File: src/design/sgi_pkg.sv
// ----------------------------------------------------------------------------
// sgi_pkg
// Shared defaults and width helpers for the segment intersection block.
// ----------------------------------------------------------------------------
package sgi_pkg;

   // Default configuration of the block.
   localparam int COORD_BITS_DEF      = 16;
   localparam int PARAM_FRAC_BITS_DEF = 16;
   localparam int POINT_FRAC_BITS_DEF = 8;

   // Width of the magnitude of a cross product of two coordinate differences.
   function automatic int mag_bits(input int coord_bits);
      return 2 * coord_bits + 2;
   endfunction

endpackage

File: src/design/sgi_point.sv
// ----------------------------------------------------------------------------
// sgi_point
// Crossing point A + r*t in fixed point, floored, and the result register.
// ----------------------------------------------------------------------------
module sgi_point #(
   parameter int COORD_BITS      = sgi_pkg::COORD_BITS_DEF,
   parameter int PARAM_FRAC_BITS = sgi_pkg::PARAM_FRAC_BITS_DEF,
   parameter int POINT_FRAC_BITS = sgi_pkg::POINT_FRAC_BITS_DEF
) (
   input  logic                                        clock,
   input  logic                                        reset,
   input  logic                                        in_valid,
   input  logic                                        in_hit,
   input  logic                                        in_t_full,
   input  logic                                        in_u_full,
   input  logic [PARAM_FRAC_BITS-1:0]                  in_q_t,
   input  logic [PARAM_FRAC_BITS-1:0]                  in_q_u,
   input  logic signed [COORD_BITS-1:0]                in_a_x,
   input  logic signed [COORD_BITS-1:0]                in_a_y,
   input  logic signed [COORD_BITS:0]                  in_r_x,
   input  logic signed [COORD_BITS:0]                  in_r_y,
   output logic                                        rsp_valid,
   output logic                                        rsp_hit,
   output logic signed [COORD_BITS+POINT_FRAC_BITS-1:0] rsp_point_x,
   output logic signed [COORD_BITS+POINT_FRAC_BITS-1:0] rsp_point_y,
   output logic [PARAM_FRAC_BITS:0]                    rsp_t_param,
   output logic [PARAM_FRAC_BITS:0]                    rsp_u_param
);
   import sgi_pkg::*;

   localparam int C  = COORD_BITS;
   localparam int F  = PARAM_FRAC_BITS;
   localparam int P  = POINT_FRAC_BITS;
   localparam int OW = C + P;
   localparam int MW = C + F + 3;
   localparam int XW = MW + P + 1;
   localparam logic [F:0] ONE = {1'b1, {F{1'b0}}};

   logic          vld_ff, hit_ff;
   logic [F:0]    tq_in, uq_in, tq_ff, uq_ff;
   logic signed [MW-1:0] mx_ff, my_ff, vx, vy;
   logic signed [C-1:0]  ax_ff, ay_ff;
   logic signed [XW-1:0] ex, ey;
   logic signed [OW-1:0] px, py;
   logic          ov_ff, oh_ff;
   logic signed [OW-1:0] ox_ff, oy_ff;
   logic [F:0]    ot_ff, ou_ff;
   logic          oh_in;

   // A parameter equal to the denominator is exactly one.
   assign tq_in = in_t_full ? ONE : {1'b0, in_q_t};
   assign uq_in = in_u_full ? ONE : {1'b0, in_q_u};

   // Point A plus the offset along the first segment, scaled by the fraction bits of t.
   assign vx = (MW'(ax_ff) <<< F) + mx_ff;
   assign vy = (MW'(ay_ff) <<< F) + my_ff;
   assign ex = XW'(vx);
   assign ey = XW'(vy);

   // Rescale to the point format; the arithmetic shift floors.
   generate
      if (P >= F) begin : g_up
         assign px = OW'(ex <<< (P - F));
         assign py = OW'(ey <<< (P - F));
      end else begin : g_down
         assign px = OW'(ex >>> (F - P));
         assign py = OW'(ey >>> (F - P));
      end
   endgenerate

   assign oh_in = vld_ff & hit_ff;

   // Control and result registers; a miss gives all zero fields.
   always_ff @(posedge clock) begin
      if (reset) begin
         vld_ff <= 1'b0;
         ov_ff  <= 1'b0;
         oh_ff  <= 1'b0;
         ox_ff  <= '0;
         oy_ff  <= '0;
         ot_ff  <= '0;
         ou_ff  <= '0;
      end else begin
         vld_ff <= in_valid;
         ov_ff  <= vld_ff;
         oh_ff  <= oh_in;
         ox_ff  <= oh_in ? px : '0;
         oy_ff  <= oh_in ? py : '0;
         ot_ff  <= oh_in ? tq_ff : '0;
         ou_ff  <= oh_in ? uq_ff : '0;
      end
   end

   // Multiply stage payload.
   always_ff @(posedge clock) begin
      hit_ff <= in_hit;
      tq_ff  <= tq_in;
      uq_ff  <= uq_in;
      ax_ff  <= in_a_x;
      ay_ff  <= in_a_y;
      mx_ff  <= MW'(in_r_x) * MW'($signed({1'b0, tq_in}));
      my_ff  <= MW'(in_r_y) * MW'($signed({1'b0, tq_in}));
   end

   assign rsp_valid   = ov_ff;
   assign rsp_hit     = oh_ff;
   assign rsp_point_x = ox_ff;
   assign rsp_point_y = oy_ff;
   assign rsp_t_param = ot_ff;
   assign rsp_u_param = ou_ff;

endmodule

File: config.mk
export PLATFORM = sky130hd
export DESIGN_NAME = sgi_point
export DESIGN_NICKNAME = d
export VERILOG_FILES = /design/src/design/sgi_pkg.sv /design/src/design/sgi_point.sv
export SDC_FILE = /design/constraint.sdc
export NUM_CORES = 2
export LEC_CHECK = 0
export BUFFER_PORTS_ARGS = -buffer_cell sky130_fd_sc_hd__buf_2
export CORE_ASPECT_RATIO = 0.7
export CORE_UTILIZATION = 45
export DETAILED_ROUTE_END_ITERATION = 6
export GPL_ROUTABILITY_DRIVEN = 0
export RECOVER_POWER = 25
export SYNTH_ARGS = -nofsm -noshare
export SYNTH_HDL_FRONTEND = slang
export SYNTH_SLANG_ARGS = --single-unit
File: constraint.sdc
create_clock -name clock -period 10.2 [get_ports clock]
set_clock_uncertainty 0.2 [all_clocks]
set_input_delay 2.55 -clock clock [delete_from_list [all_inputs] [get_ports clock]]
set_output_delay 2.55 -clock clock [all_outputs]
set_load 0.02 [all_outputs]
==> reports/results.ini <==
[critical_path]
critPathMaxStageDelay_ns=0.86
start_kind=input port
r2r_start=vld_ff
cp.arrival_ns=9.65
worstSetupPathType=in2reg
r2r_setup_slack_ns=6.89
cp.required_ns=10.37
cpMaxStageDelayCell=clkbuf_1
critPathMaxFanout=20
cp_top_family=adder cells
crit_path_end_kind=flip-flop
path_common_cell=fa_1
critPathLaunch=in_t_full
path_cells=buf_2, nor2b_2, clkbuf_1, buf_4, and2_1, fa_1, inv_1, fa_1, fa_1, inv_1, fa_1, fa_1, inv_1, fa_1, inv_1, ha_1, a21o_1, a21o_1, a21oi_1, o22ai_1, o41a_1, a221o_1, o41a_1, xnor2_1
crit_buf_inv=7

[yosys]
synthFlopType=dfxtp_1
syn_avg_cell_area_sq_um=9.354
synth_nets=3380
synth_compound_area_frac=0.03745
synth-xor-area-share=0.02173
synthArstFlopShare=0
synthTopCellsByArea=fa_1 (37%), dfxtp_1 (17%), ha_1 (13%), inv_1 (8.6%), and2_1 (7.2%)
synth_top_area_share=0.3708
ys_top_cells_by_count=inv_1 (555), fa_1 (448), nand2_1 (301)
synth_fa_ha_area_frac=0.4960
yosys_warnings=0
synth_top_area_cell=fa_1
ys_types=57
ys_seq_area_frac=0.1655
synth.most_common_cell=inv_1
syn_inst=2586
synth-simple-area-share=0.1754
synth_area_sq_mm=0.02419
synth_top_family_by_area=adder cells
synth_seq_cells=200
synth-edff-count=0
synthMuxAreaShare=0.0004138

[detailed_routing]
drt_iter0_markers=1022
wire_per_inst_um=17.42
via_per_inst=4.969
drt_pass1_iterations=5
postRouteAntennaNets=0
drc=0
wirelength_um=60220
vias=17170

[job]
max_cap_viol_count=1

[cells_and_area]
nets=3515
regArea_sq_mm=0.004004
fin_cells=3456
num-fill-cells=4925
drive_gt1_frac=0.09916
multi_input_area_sq_mm=0.01771
area_growth_pct=9.792

[clock_tree]
clkSinkCount=200
post_cts_resized=0
ctsRootBufferMaster=clkbuf_16
htreeDepth=4
clock_latency_ns=0.49
cts_hold_buffers=0
numCtsBuffers=17
clk_pin_slew_worst_paths_ns=0.09
clk_path_buf_depth=2
cts_tree=done
cts_setup_buffers=0

[timing]
hold_viol_final=0
max_slew.worst_pin.slew_ns=2.045
drv_slew=55
rsz0062_at_grt=no
slew_headroom=-0.3632
fin_tns_setup_ns=0
finalSetupViolCount=0
post-route-period-util=0.9296
min_period_ns=9.482
max_freq_mhz=105.5

[global_routing]
grt_pass1_wl_um=100200
grt_pass1_vias=18930
grt_max_degree=55
antenna_found_initial=5
grt-ovfl-total=0
grt_usage=0.2361

[status]
status=complete, but fails checks
failed_checks=capacitance limit, slew limit

[placed_design]
dp_cells=3422
io_buffer_count=187
hpwl_um=48730

[floorplanning]
die_y_um=196.0
die_w_um=279.1
ios=188
core_sq_mm=0.05264
dieArea_sq_mm=0.05470
initial_core_util=0.4595
rows=70

[worst_hold_path]
hold_class=reg2reg
holdCritStartpoint=uq_ff[6]

[power]
p_per_area_mw_per_mm2=214.2
vdd_ir_drop_max_mv=0.1425
leakagePower_nw=14.00

cell type report:
| cell class | instances | area share |
|---|---|---|
| Clock buffer | 18 | 0.01654 |
| Sequential cell | 200 | 0.1508 |
| Inverter | 556 | 0.07859 |
| Antenna cell | 3 | 0.0002827 |
| Multi-Input combinational cell | 1719 | 0.6667 |
| Tap cell | 720 | 0.03392 |
| Timing Repair Buffer | 227 | 0.04664 |
| Clock inverter | 13 | 0.006549 |
layout by cell type, fill, tap and decap left out, types with 3 or more instances in the layout:
cell type,instances
a211o_1,3
a21boi_0,5
a21o_1,19
a21oi_1,36
a31oi_1,6
and2_1,278
and3_1,62
buf_2,185
buf_4,37
clkbuf_1,4
clkbuf_16,17
clkinv_8,4
dfxtp_1,200
diode_2,3
fa_1,448
ha_1,242
inv_1,555
inv_6,4
nand2_1,301
nand2b_1,14
nand3_1,11
nand4_1,6
nor2_1,77
nor2b_1,32
nor2b_2,7
nor3_1,32
o2111ai_1,4
o21a_1,14
o21ai_0,19
or3_1,3
xnor2_1,40
xor2_1,20
flip-flops by register name, indices dropped and copies added (netlist names):
signal	cells
rsp_valid	1
rsp_t_param	17
mx_ff	24
tq_ff	17
rsp_hit	1
ay_ff	16
rsp_point_y	24
hit_ff	1
vld_ff	1
uq_ff	17
my_ff	24
rsp_u_param	17
ax_ff	16
rsp_point_x	24
stage by stage:
stage	hold slack (ns)	setup WS, ns	utilization	power (mW)	cell area [sq um]
2_1_floorplan	0.2367	0.9770	-	3.999	24190
3_3_place_gp	0.2377	0.6209	0.4929	4.911	25950
3_5_place_dp	0.2429	0.4773	0.4929	4.996	25950
4_1_cts	0.2544	1.001	0.5046	5.780	26560
5_1_grt	0.2628	0.4206	0.5044	6.380	26550
6_report	0.2505	0.7179	0.5045	5.689	26560
logic make-up after synthesis:
group,Yosys count
adders and majority gates,690
and+or+nand+nor,835
xor gates and xnor gates,60
muxes,1
buffers and inverters,667
DFF,200
AOI/OAI and AO/OA,133
per-layer routing:
layer,track usage,vias to the layer above,share of wire
li1,-,7963,-
met1,0.3186,8669,0.45
met2,0.3783,465,0.46
met3,0.05252,73,0.067
met4,0.07407,4,0.026
met5,0,-,0.00038
path summary, 6_finish.rpt:
| kind | end | cells after the start |
|---|---|---|
| min | rsp_u_param[6] | 1 |
| max | mx_ff[31] | 24 |
| max reg2reg | rsp_point_x[17] | 5 |
| min reg2reg | rsp_u_param[6] | 1 |
power by group:
part           leakage, nW  internal (mW)  switching [mW]
Clock                0.294          0.359           0.376
Combinational         12.1           1.70            2.25
Sequential            1.65          0.965          0.0399
Total                 14.0           3.02            2.67
Power figures use the tool's default switching activity.
