`config.mk`:
```
export PLATFORM = sky130hd
export DESIGN_NAME = sgi_div_cell
export DESIGN_NICKNAME = d
export VERILOG_FILES = /design/src/design/sgi_pkg.sv /design/src/design/sgi_div_cell.sv
export SDC_FILE = /design/constraint.sdc
export NUM_CORES = 1
export LEC_CHECK = 0
export BUFFER_PORTS_ARGS = -buffer_cell sky130_fd_sc_hd__buf_2
export CAP_MARGIN = 10
export CORE_AREA = 2 2 160 162
export DETAILED_ROUTE_END_ITERATION = 12
export DIE_AREA = 0 0 162 164
export PLACE_DENSITY_LB_ADDON = 0.2
export REMOVE_ABC_BUFFERS = 1
export SKIP_CTS_REPAIR_TIMING = 1
export SYNTH_ARGS = -nofsm -noshare
export SYNTH_HDL_FRONTEND = slang
export SYNTH_SLANG_ARGS = --single-unit
export TNS_END_PERCENT = 10
```
`constraint.sdc`:
```
create_clock -name clock -period 8.25 [get_ports clock]
set_clock_uncertainty 0.1 [all_clocks]
set_input_delay 0.825 -clock clock [delete_from_list [all_inputs] [get_ports clock]]
set_output_delay 0.825 -clock clock [all_outputs]
set_load 0.01 [all_outputs]
```
`src/design/sgi_pkg.sv`:
```
// ----------------------------------------------------------------------------
// sgi_pkg
// Shared defaults and width helpers for the segment intersection block.
// ----------------------------------------------------------------------------
package sgi_pkg;

   // Default configuration of the block.
   localparam int COORD_BITS_DEF      = 16;
   localparam int PARAM_FRAC_BITS_DEF = 16;
   localparam int POINT_FRAC_BITS_DEF = 8;

   // Width of the magnitude of a cross product of two coordinate differences.
   function automatic int mag_bits(input int coord_bits);
      return 2 * coord_bits + 2;
   endfunction

endpackage

```
`src/design/sgi_div_cell.sv`:
```
// ----------------------------------------------------------------------------
// sgi_div_cell
// One restoring division step for both parameters; hands its item on each cycle.
// ----------------------------------------------------------------------------
module sgi_div_cell #(
   parameter int COORD_BITS      = sgi_pkg::COORD_BITS_DEF,
   parameter int PARAM_FRAC_BITS = sgi_pkg::PARAM_FRAC_BITS_DEF
) (
   input  logic                                     clock,
   input  logic                                     reset,
   input  logic                                     in_valid,
   input  logic                                     in_hit,
   input  logic                                     in_t_full,
   input  logic                                     in_u_full,
   input  logic [sgi_pkg::mag_bits(COORD_BITS)-1:0] in_den,
   input  logic [sgi_pkg::mag_bits(COORD_BITS)-1:0] in_rem_t,
   input  logic [sgi_pkg::mag_bits(COORD_BITS)-1:0] in_rem_u,
   input  logic [PARAM_FRAC_BITS-1:0]               in_q_t,
   input  logic [PARAM_FRAC_BITS-1:0]               in_q_u,
   input  logic signed [COORD_BITS-1:0]             in_a_x,
   input  logic signed [COORD_BITS-1:0]             in_a_y,
   input  logic signed [COORD_BITS:0]               in_r_x,
   input  logic signed [COORD_BITS:0]               in_r_y,
   output logic                                     out_valid,
   output logic                                     out_hit,
   output logic                                     out_t_full,
   output logic                                     out_u_full,
   output logic [sgi_pkg::mag_bits(COORD_BITS)-1:0] out_den,
   output logic [sgi_pkg::mag_bits(COORD_BITS)-1:0] out_rem_t,
   output logic [sgi_pkg::mag_bits(COORD_BITS)-1:0] out_rem_u,
   output logic [PARAM_FRAC_BITS-1:0]               out_q_t,
   output logic [PARAM_FRAC_BITS-1:0]               out_q_u,
   output logic signed [COORD_BITS-1:0]             out_a_x,
   output logic signed [COORD_BITS-1:0]             out_a_y,
   output logic signed [COORD_BITS:0]               out_r_x,
   output logic signed [COORD_BITS:0]               out_r_y
);
   import sgi_pkg::*;

   localparam int PW = mag_bits(COORD_BITS);
   localparam int F  = PARAM_FRAC_BITS;

   logic          vld_ff;
   logic          hit_ff, tf_ff, uf_ff;
   logic [PW-1:0] den_ff, rt_ff, ru_ff, rt_in, ru_in;
   logic [F-1:0]  qt_ff, qu_ff;
   logic signed [COORD_BITS-1:0] ax_ff, ay_ff;
   logic signed [COORD_BITS:0]   rx_ff, ry_ff;
   logic [PW:0]   sh_t, sh_u;
   logic          ge_t, ge_u;

   // Shift the remainder and subtract the denominator where it fits.
   assign sh_t  = {in_rem_t, 1'b0};
   assign sh_u  = {in_rem_u, 1'b0};
   assign ge_t  = sh_t >= {1'b0, in_den};
   assign ge_u  = sh_u >= {1'b0, in_den};
   assign rt_in = ge_t ? PW'(sh_t - {1'b0, in_den}) : sh_t[PW-1:0];
   assign ru_in = ge_u ? PW'(sh_u - {1'b0, in_den}) : sh_u[PW-1:0];

   // Control: the valid bit is reset.
   always_ff @(posedge clock) begin
      if (reset) begin
         vld_ff <= 1'b0;
      end else begin
         vld_ff <= in_valid;
      end
   end

   // Payload moves on to the next cell every cycle.
   always_ff @(posedge clock) begin
      hit_ff <= in_hit;
      tf_ff  <= in_t_full;
      uf_ff  <= in_u_full;
      den_ff <= in_den;
      rt_ff  <= rt_in;
      ru_ff  <= ru_in;
      qt_ff  <= {in_q_t[F-2:0], ge_t};
      qu_ff  <= {in_q_u[F-2:0], ge_u};
      ax_ff  <= in_a_x;
      ay_ff  <= in_a_y;
      rx_ff  <= in_r_x;
      ry_ff  <= in_r_y;
   end

   assign out_valid  = vld_ff;
   assign out_hit    = hit_ff;
   assign out_t_full = tf_ff;
   assign out_u_full = uf_ff;
   assign out_den    = den_ff;
   assign out_rem_t  = rt_ff;
   assign out_rem_u  = ru_ff;
   assign out_q_t    = qt_ff;
   assign out_q_u    = qu_ff;
   assign out_a_x    = ax_ff;
   assign out_a_y    = ay_ff;
   assign out_r_x    = rx_ff;
   assign out_r_y    = ry_ff;

endmodule

```
==> results of run 1 <==
==> synthesized netlist by cell type (all sizes together), types with 2 or more instances <==
master and instances:
o31ai 2, mux2i 2, xnor2 37, clkbuf 17, o211ai 4, nand3 12
and3 7, a31o 4, a2111oi 2, nand2 37, o22ai 2, a31oi 11
nor4 2, ha 68, buf 13, and2 5, nor3 6, nand4 14
nor2 57, xor2 24, a21o 39, dfxtp 204, inv 51, nor2b 10
a221o 4, o21bai 10, o21ai 37, a211oi 8, a211o 3, a21oi 81
o21a 6, mux2 44, a41oi 3, fa 2, a221oi 4
==> final timing paths <==
path | from | to | cells past startpoint
setup / recovery | in_den[6] | out_rem_u[33] | 13
hold / removal | in_a_x[14] | out_a_x[14] | 1
==> power by group <==
group          total, mW  internal (mW)  switching, mW
Clock               1.09          0.676          0.413
Sequential          1.11           1.09         0.0217
Combinational      0.645          0.298          0.347
==> metrics by stage <==
step	util	instance area (um^2)
floorplan	-	8550
global placement	0.444	11000
detailed placement	0.444	11000
CTS	0.477	11800
global route	0.477	11800
finish	0.477	11800
==> worst max-delay path, delay by kind of cell <==
family,cells,cell delay (ns)
AOI/OAI and AO/OA,7,1.82
adders and majority gates,1,0.43
buffers and inverters,3,0.62
muxes,1,0.37
and+or+nand+nor,1,0.15
==> layer usage <==
layer	GRT usage	wire length (um)	vias up	part of all wire
li1	-	-	3808	-
met1	0.224	10900	3437	0.40
met3	0.0492	1970	53	0.073
met2	0.344	13500	248	0.50
met4	0.0672	737	10	0.027
met5	0	60	-	0.0022
==> flip-flops by register name, summed over array words and instances, names as in the netlist <==
register,flops
out_den,34
out_rem_t,34
out_rem_u,34
out_r_x,17
out_r_y,17
out_a_x,16
out_a_y,16
out_q_t,16
out_q_u,16
out_hit,1
out_t_full,1
out_u_full,1
out_valid,1
==> kinds of logic after synthesis <==
logic type,count (synthesis),share of synthesized area
compound gates,229,0.172
fa+ha+maj,70,0.102
buf+inv,82,0.0420
simple gates,156,0.0832
flops,204,0.468
xor+xnor,61,0.0613
mux,46,0.0707
==> cell type report <==
class | count | area, um^2
Antenna cell | 3 | 7.51
Clock buffer | 29 | 638
Clock inverter | 12 | 184
Fill cell | 2441 | 13000
Inverter | 51 | 191
Multi-Input combinational cell | 562 | 4270
Sequential cell | 204 | 4080
Tap cell | 330 | 413
Timing Repair Buffer | 409 | 2050
==> flow_metrics.tcl, run 1 <==
set metrics [dict create \
    critPathKind "in -> reg" \
    min_period_over_period 0.479 \
    p_per_area_mw_per_mm2 241 \
    rsz0062_at_grt "no" \
    worstPathRequired_ns 8.55 \
    mostFrequentLayoutCells "buf_2 (407), dfxtp_1 (204), a21oi_1 (79)" \
    max_freq_mhz 253 \
    hold_path.class "in -> reg" \
    post-dp-hpwl_um 22500 \
    cts_made_buffers 23 \
    finalHoldViolCount 0 \
    synth_async_sr_flop_share 0 \
    vias_per_cell 4.72 \
    post-route-min-period_ns 3.95 \
    syn_area_per_cell_um2 10.3 \
    finalWirelength_um 27100 \
    rows 58 \
    area_growth_pct 35.8 \
    dr.first_iter.drc_count 334 \
    leakage_nw 5.95 \
    clock_sinks 204 \
    grt_max_degree 48 \
    tightestPinTransition_ns 1.10 \
    synth_area_mm2 0.00872 \
    ys_seq_area_frac 0.468 \
    routabilityCongestion 0.868 \
    final_common_cell "buf_2" \
    clk_pin_slew_worst_paths_ns 0.06 \
    grt_pass1_wl_um 39700 \
    ys_seq_elements 204 \
    fin_cells 1600 \
    fin_ws_ns 4.30 \
    whs_ns 0.309 \
    grt.overflow.total 0 \
    track_usage 0.193 \
    synthFlopType "dfxtp_1" \
    setup_viol 0 \
    synth_top_cell_by_area "dfxtp_1" \
    power_mw 2.85 \
    crit_arrival_ns 4.25 \
    cp-start-kind "primary input" \
    pin_count 410 \
    worst_ir_drop_vdd_mv 0.156 \
    worst-path-max-fanout 18 \
    clk_path_buf_depth 3 \
    setup_tns_ns 0 \
    core_area_mm2 0.0248 \
    drive_above_1_share 0.401 \
    ys_types 64 \
    cts_tree "built" \
    vias 7556 \
    die_area_mm2 0.0266 \
    dp_cells 1556 \
    nNetsFinal 1527 \
    die_w_um 162 \
    cpMaxStageDelayCell "o21ai_4" \
    crit_chain "buf_2, inv_1, ha_1, a21o_1, a31o_1, nor2b_1, a211o_1, a211oi_2, o21ai_1, a21oi_2, o21ai_4, buf_4, mux2_2" \
    slew_headroom 0.249 \
    drtPass1Iterations 4 \
    wire_per_inst_um 17.0 \
    timing.max_cap.violations 0 \
    yosysTopAreaCellShare 0.468 \
    synth_edf_count 0 \
    dp_slack_ns 3.76 \
    drc 0 \
    cts_root_buf "clkbuf_16" \
    io_buffer_count 407 \
    ys_top_cells_by_area "dfxtp_1 (47%), ha_1 (9.8%), mux2_4 (4.6%)" \
    drtAntennaViolNets 0 \
    antenna_found_initial 8 \
    syn-instance-count 848 \
    crit_path_end_kind "register" \
    grt_pass1_vias 7238 \
    start_util 0.351 \
    critPathMaxStageDelay_ns 0.66 \
    h-tree-depth 1 \
    die_y_um 164 \
    drv_slew 0 \
    yosys_warnings 0 \
    outcome "finished clean" \
]
Power figures use the tool's default switching activity.
==> run 2, diff against run 1 <==
--- a/config.mk
+++ b/config.mk
@@ -5,11 +5,12 @@
 export SDC_FILE = /design/constraint.sdc
 export NUM_CORES = 1
 export LEC_CHECK = 0
+export ABC_AREA = 1
 export BUFFER_PORTS_ARGS = -buffer_cell sky130_fd_sc_hd__buf_2
 export CAP_MARGIN = 10
-export CORE_AREA = 2 2 160 162
+export CORE_MARGIN = 2
+export CORE_UTILIZATION = 40
 export DETAILED_ROUTE_END_ITERATION = 12
-export DIE_AREA = 0 0 162 164
 export PLACE_DENSITY_LB_ADDON = 0.2
 export REMOVE_ABC_BUFFERS = 1
 export SKIP_CTS_REPAIR_TIMING = 1
==> constraint.sdc (replaced) <==
create_clock -name clock -period 4 [get_ports clock]
set_clock_uncertainty 0.1 [all_clocks]
set_input_delay 0.4 -clock clock [delete_from_list [all_inputs] [get_ports clock]]
set_output_delay 0.4 -clock clock [all_outputs]
set_load 0.01 [all_outputs]
==> run 2 against run 1 <==
The run now ends with hold timing left. Global-route usage is 6.6 points higher. Combinational power is 140% higher. Sequential power is 110% higher. Total power is 110% higher. Die area is 0.22% lower. Worst setup slack worse by 3.2 ns. Clock power is 90% higher. Wire length is 41% higher. Synthesized cell count is 72% higher. Critical path depth is 2 higher. Flip-flop and latch count stayed put.
==> flow_metrics.tcl, run 2 <==
set metrics [dict create \
    drive_above_1_share 0.237 \
    hold-path-endpoint "out_rem_u[2]" \
    hold_path.class "in -> reg" \
    grt_pass1_vias 9927 \
    slew_headroom 0.648 \
    die_w_um 163 \
    dp_cells 2188 \
    worst-path-max-fanout 35 \
    leakage_nw 8.22 \
    whs_ns -0.00423 \
    antenna_found_initial 2 \
    rsz0062_at_grt "no" \
    finalWirelength_um 38300 \
    tightestPinTransition_ns 0.523 \
    clk_path_buf_depth 3 \
    yosys_warnings 0 \
    post-dp-hpwl_um 29600 \
    outcome "complete, but fails checks" \
    post-route-min-period_ns 2.91 \
    crit_arrival_ns 3.17 \
    die_area_mm2 0.0265 \
    drtPass1Iterations 5 \
    max_freq_mhz 344 \
    grt_max_degree 36 \
    syn_area_per_cell_um2 6.90 \
    cts_made_buffers 22 \
    ys_seq_elements 204 \
    ys_types 33 \
    clock_sinks 204 \
    min_period_over_period 0.727 \
    fin_cells 2365 \
    wire_per_inst_um 16.2 \
    rows 58 \
    grt.overflow.total 0 \
    start_util 0.404 \
    p_per_area_mw_per_mm2 406 \
    io_buffer_count 407 \
    critPathKind "in -> reg" \
    area_growth_pct 44.2 \
    nNetsFinal 2296 \
    routabilityCongestion 0.920 \
    drc 0 \
    ys_seq_area_frac 0.405 \
    worstPathRequired_ns 4.26 \
    worst_ir_drop_vdd_mv 0.517 \
    die_y_um 163 \
    vias 10900 \
    cts_tree "built" \
    syn-instance-count 1462 \
    drtAntennaViolNets 0 \
    synth.most_common_cell "nand2_1" \
    final_common_cell "nand2_1" \
    cp-start-kind "primary input" \
    hp-start "in_rem_u[1]" \
    cts_root_buf "clkbuf_16" \
    fillers 2374 \
    violations "hold timing" \
    dr.first_iter.drc_count 642 \
    vias_per_cell 4.62 \
    synth_edf_count 0 \
    yosys-top-cells-count "nand2_1 (590), inv_1 (221), dfxtp_1 (204), nor2_1 (112), ha_1 (68)" \
    drv_slew 0 \
    h-tree-depth 1 \
    ys_top_cells_by_area "dfxtp_1 (40%), nand2_1 (22%), ha_1 (8.4%)" \
    track_usage 0.258 \
    finalHoldViolCount 2 \
    pin_count 410 \
    synth_top_cell_by_area "dfxtp_1" \
    core_area_mm2 0.0250 \
    hold_path_depth 3 \
    clk_pin_slew_worst_paths_ns 0.07 \
    yosysTopAreaCellShare 0.405 \
    setup_viol 0 \
    crit_path_end_kind "register" \
    synth_async_sr_flop_share 0 \
    synthFlopType "dfxtp_1" \
    setup_tns_ns 0 \
    synth_area_mm2 0.0101 \
    grt_pass1_wl_um 52600 \
    mostFrequentLayoutCells "nand2_1 (590), buf_2 (407), inv_1 (221)" \
    timing.max_cap.violations 0 \
]
run 2: worst max-delay path, cell delays in order:
cell and delay (ns):
dlygate4sd3_1 0.55, buf_2 0.13, inv_1 0.11, ha_1 0.38
nand2_1 0.08, inv_2 0.07, nand2_1 0.09, nor3_2 0.18
nand2_1 0.12, nor2_1 0.20, a21oi_2 0.13, nand2_8 0.25
inv_4 0.22, nand2_1 0.10, nand2_1 0.11
run 2: metrics by stage:
stage                     area (um^2)  worst slack [ns]  total power, mW  utilization  hold WS [ns]
after floorplan                  9980              1.85             3.16            -         0.328
after global placement          12400              1.13             3.74        0.498         0.403
after detailed placement        12400              1.12             3.75        0.498         0.404
after CTS                       13200              1.63             5.84        0.527        -0.131
after global routing            14600             0.879             6.21        0.583       0.00236
final                           14600              1.09             5.90        0.583      -0.00423
run 2: area by class of cell:
cell class | instances | area [um^2] | area share
inverter | 240 | 906 | 0.0623
clock buffer | 31 | 636 | 0.0437
antenna | 1 | 2.50 | 0.000172
sequential | 204 | 4080 | 0.281
timing repair buffer | 546 | 3430 | 0.235
tap | 330 | 413 | 0.0284
clock inverter | 7 | 96.3 | 0.00662
multi-input combinational | 1006 | 4990 | 0.343
run 2: metal layers:
metal,global-route usage,part of all wire,vias to the layer above
li1,-,-,5562
met1,0.305,0.41,4918
met2,0.467,0.49,355
met3,0.0474,0.058,89
met4,0.0909,0.038,2
met5,0,0.00034,-
run 2: cells by family after synthesis:
family | share of synthesized area
xor+xnor | 0.0312
fa+ha+maj | 0.0883
flops | 0.405
simple gates | 0.330
buf+inv | 0.101
compound gates | 0.0443
run 2: worst max path at each step:
stage                     startpoint       endpoint  slack (ns)  cells after the start
after floorplan            in_den[1]  out_rem_t[20]        1.85                     15
after global placement    in_den[14]  out_rem_t[20]        1.13                     12
after detailed placement  in_den[14]  out_rem_t[20]        1.12                     12
after CTS                 in_den[14]  out_rem_t[20]        1.63                     12
after global routing       in_den[8]  out_rem_t[23]        0.88                     17
final                      in_den[8]  out_rem_u[17]        1.09                     15
run 2: report_power, final:
| part | switching [mW] | internal (mW) |
|---|---|---|
| Clock | 0.832 | 1.24 |
| Sequential | 0.0491 | 2.24 |
| Combinational | 0.932 | 0.608 |
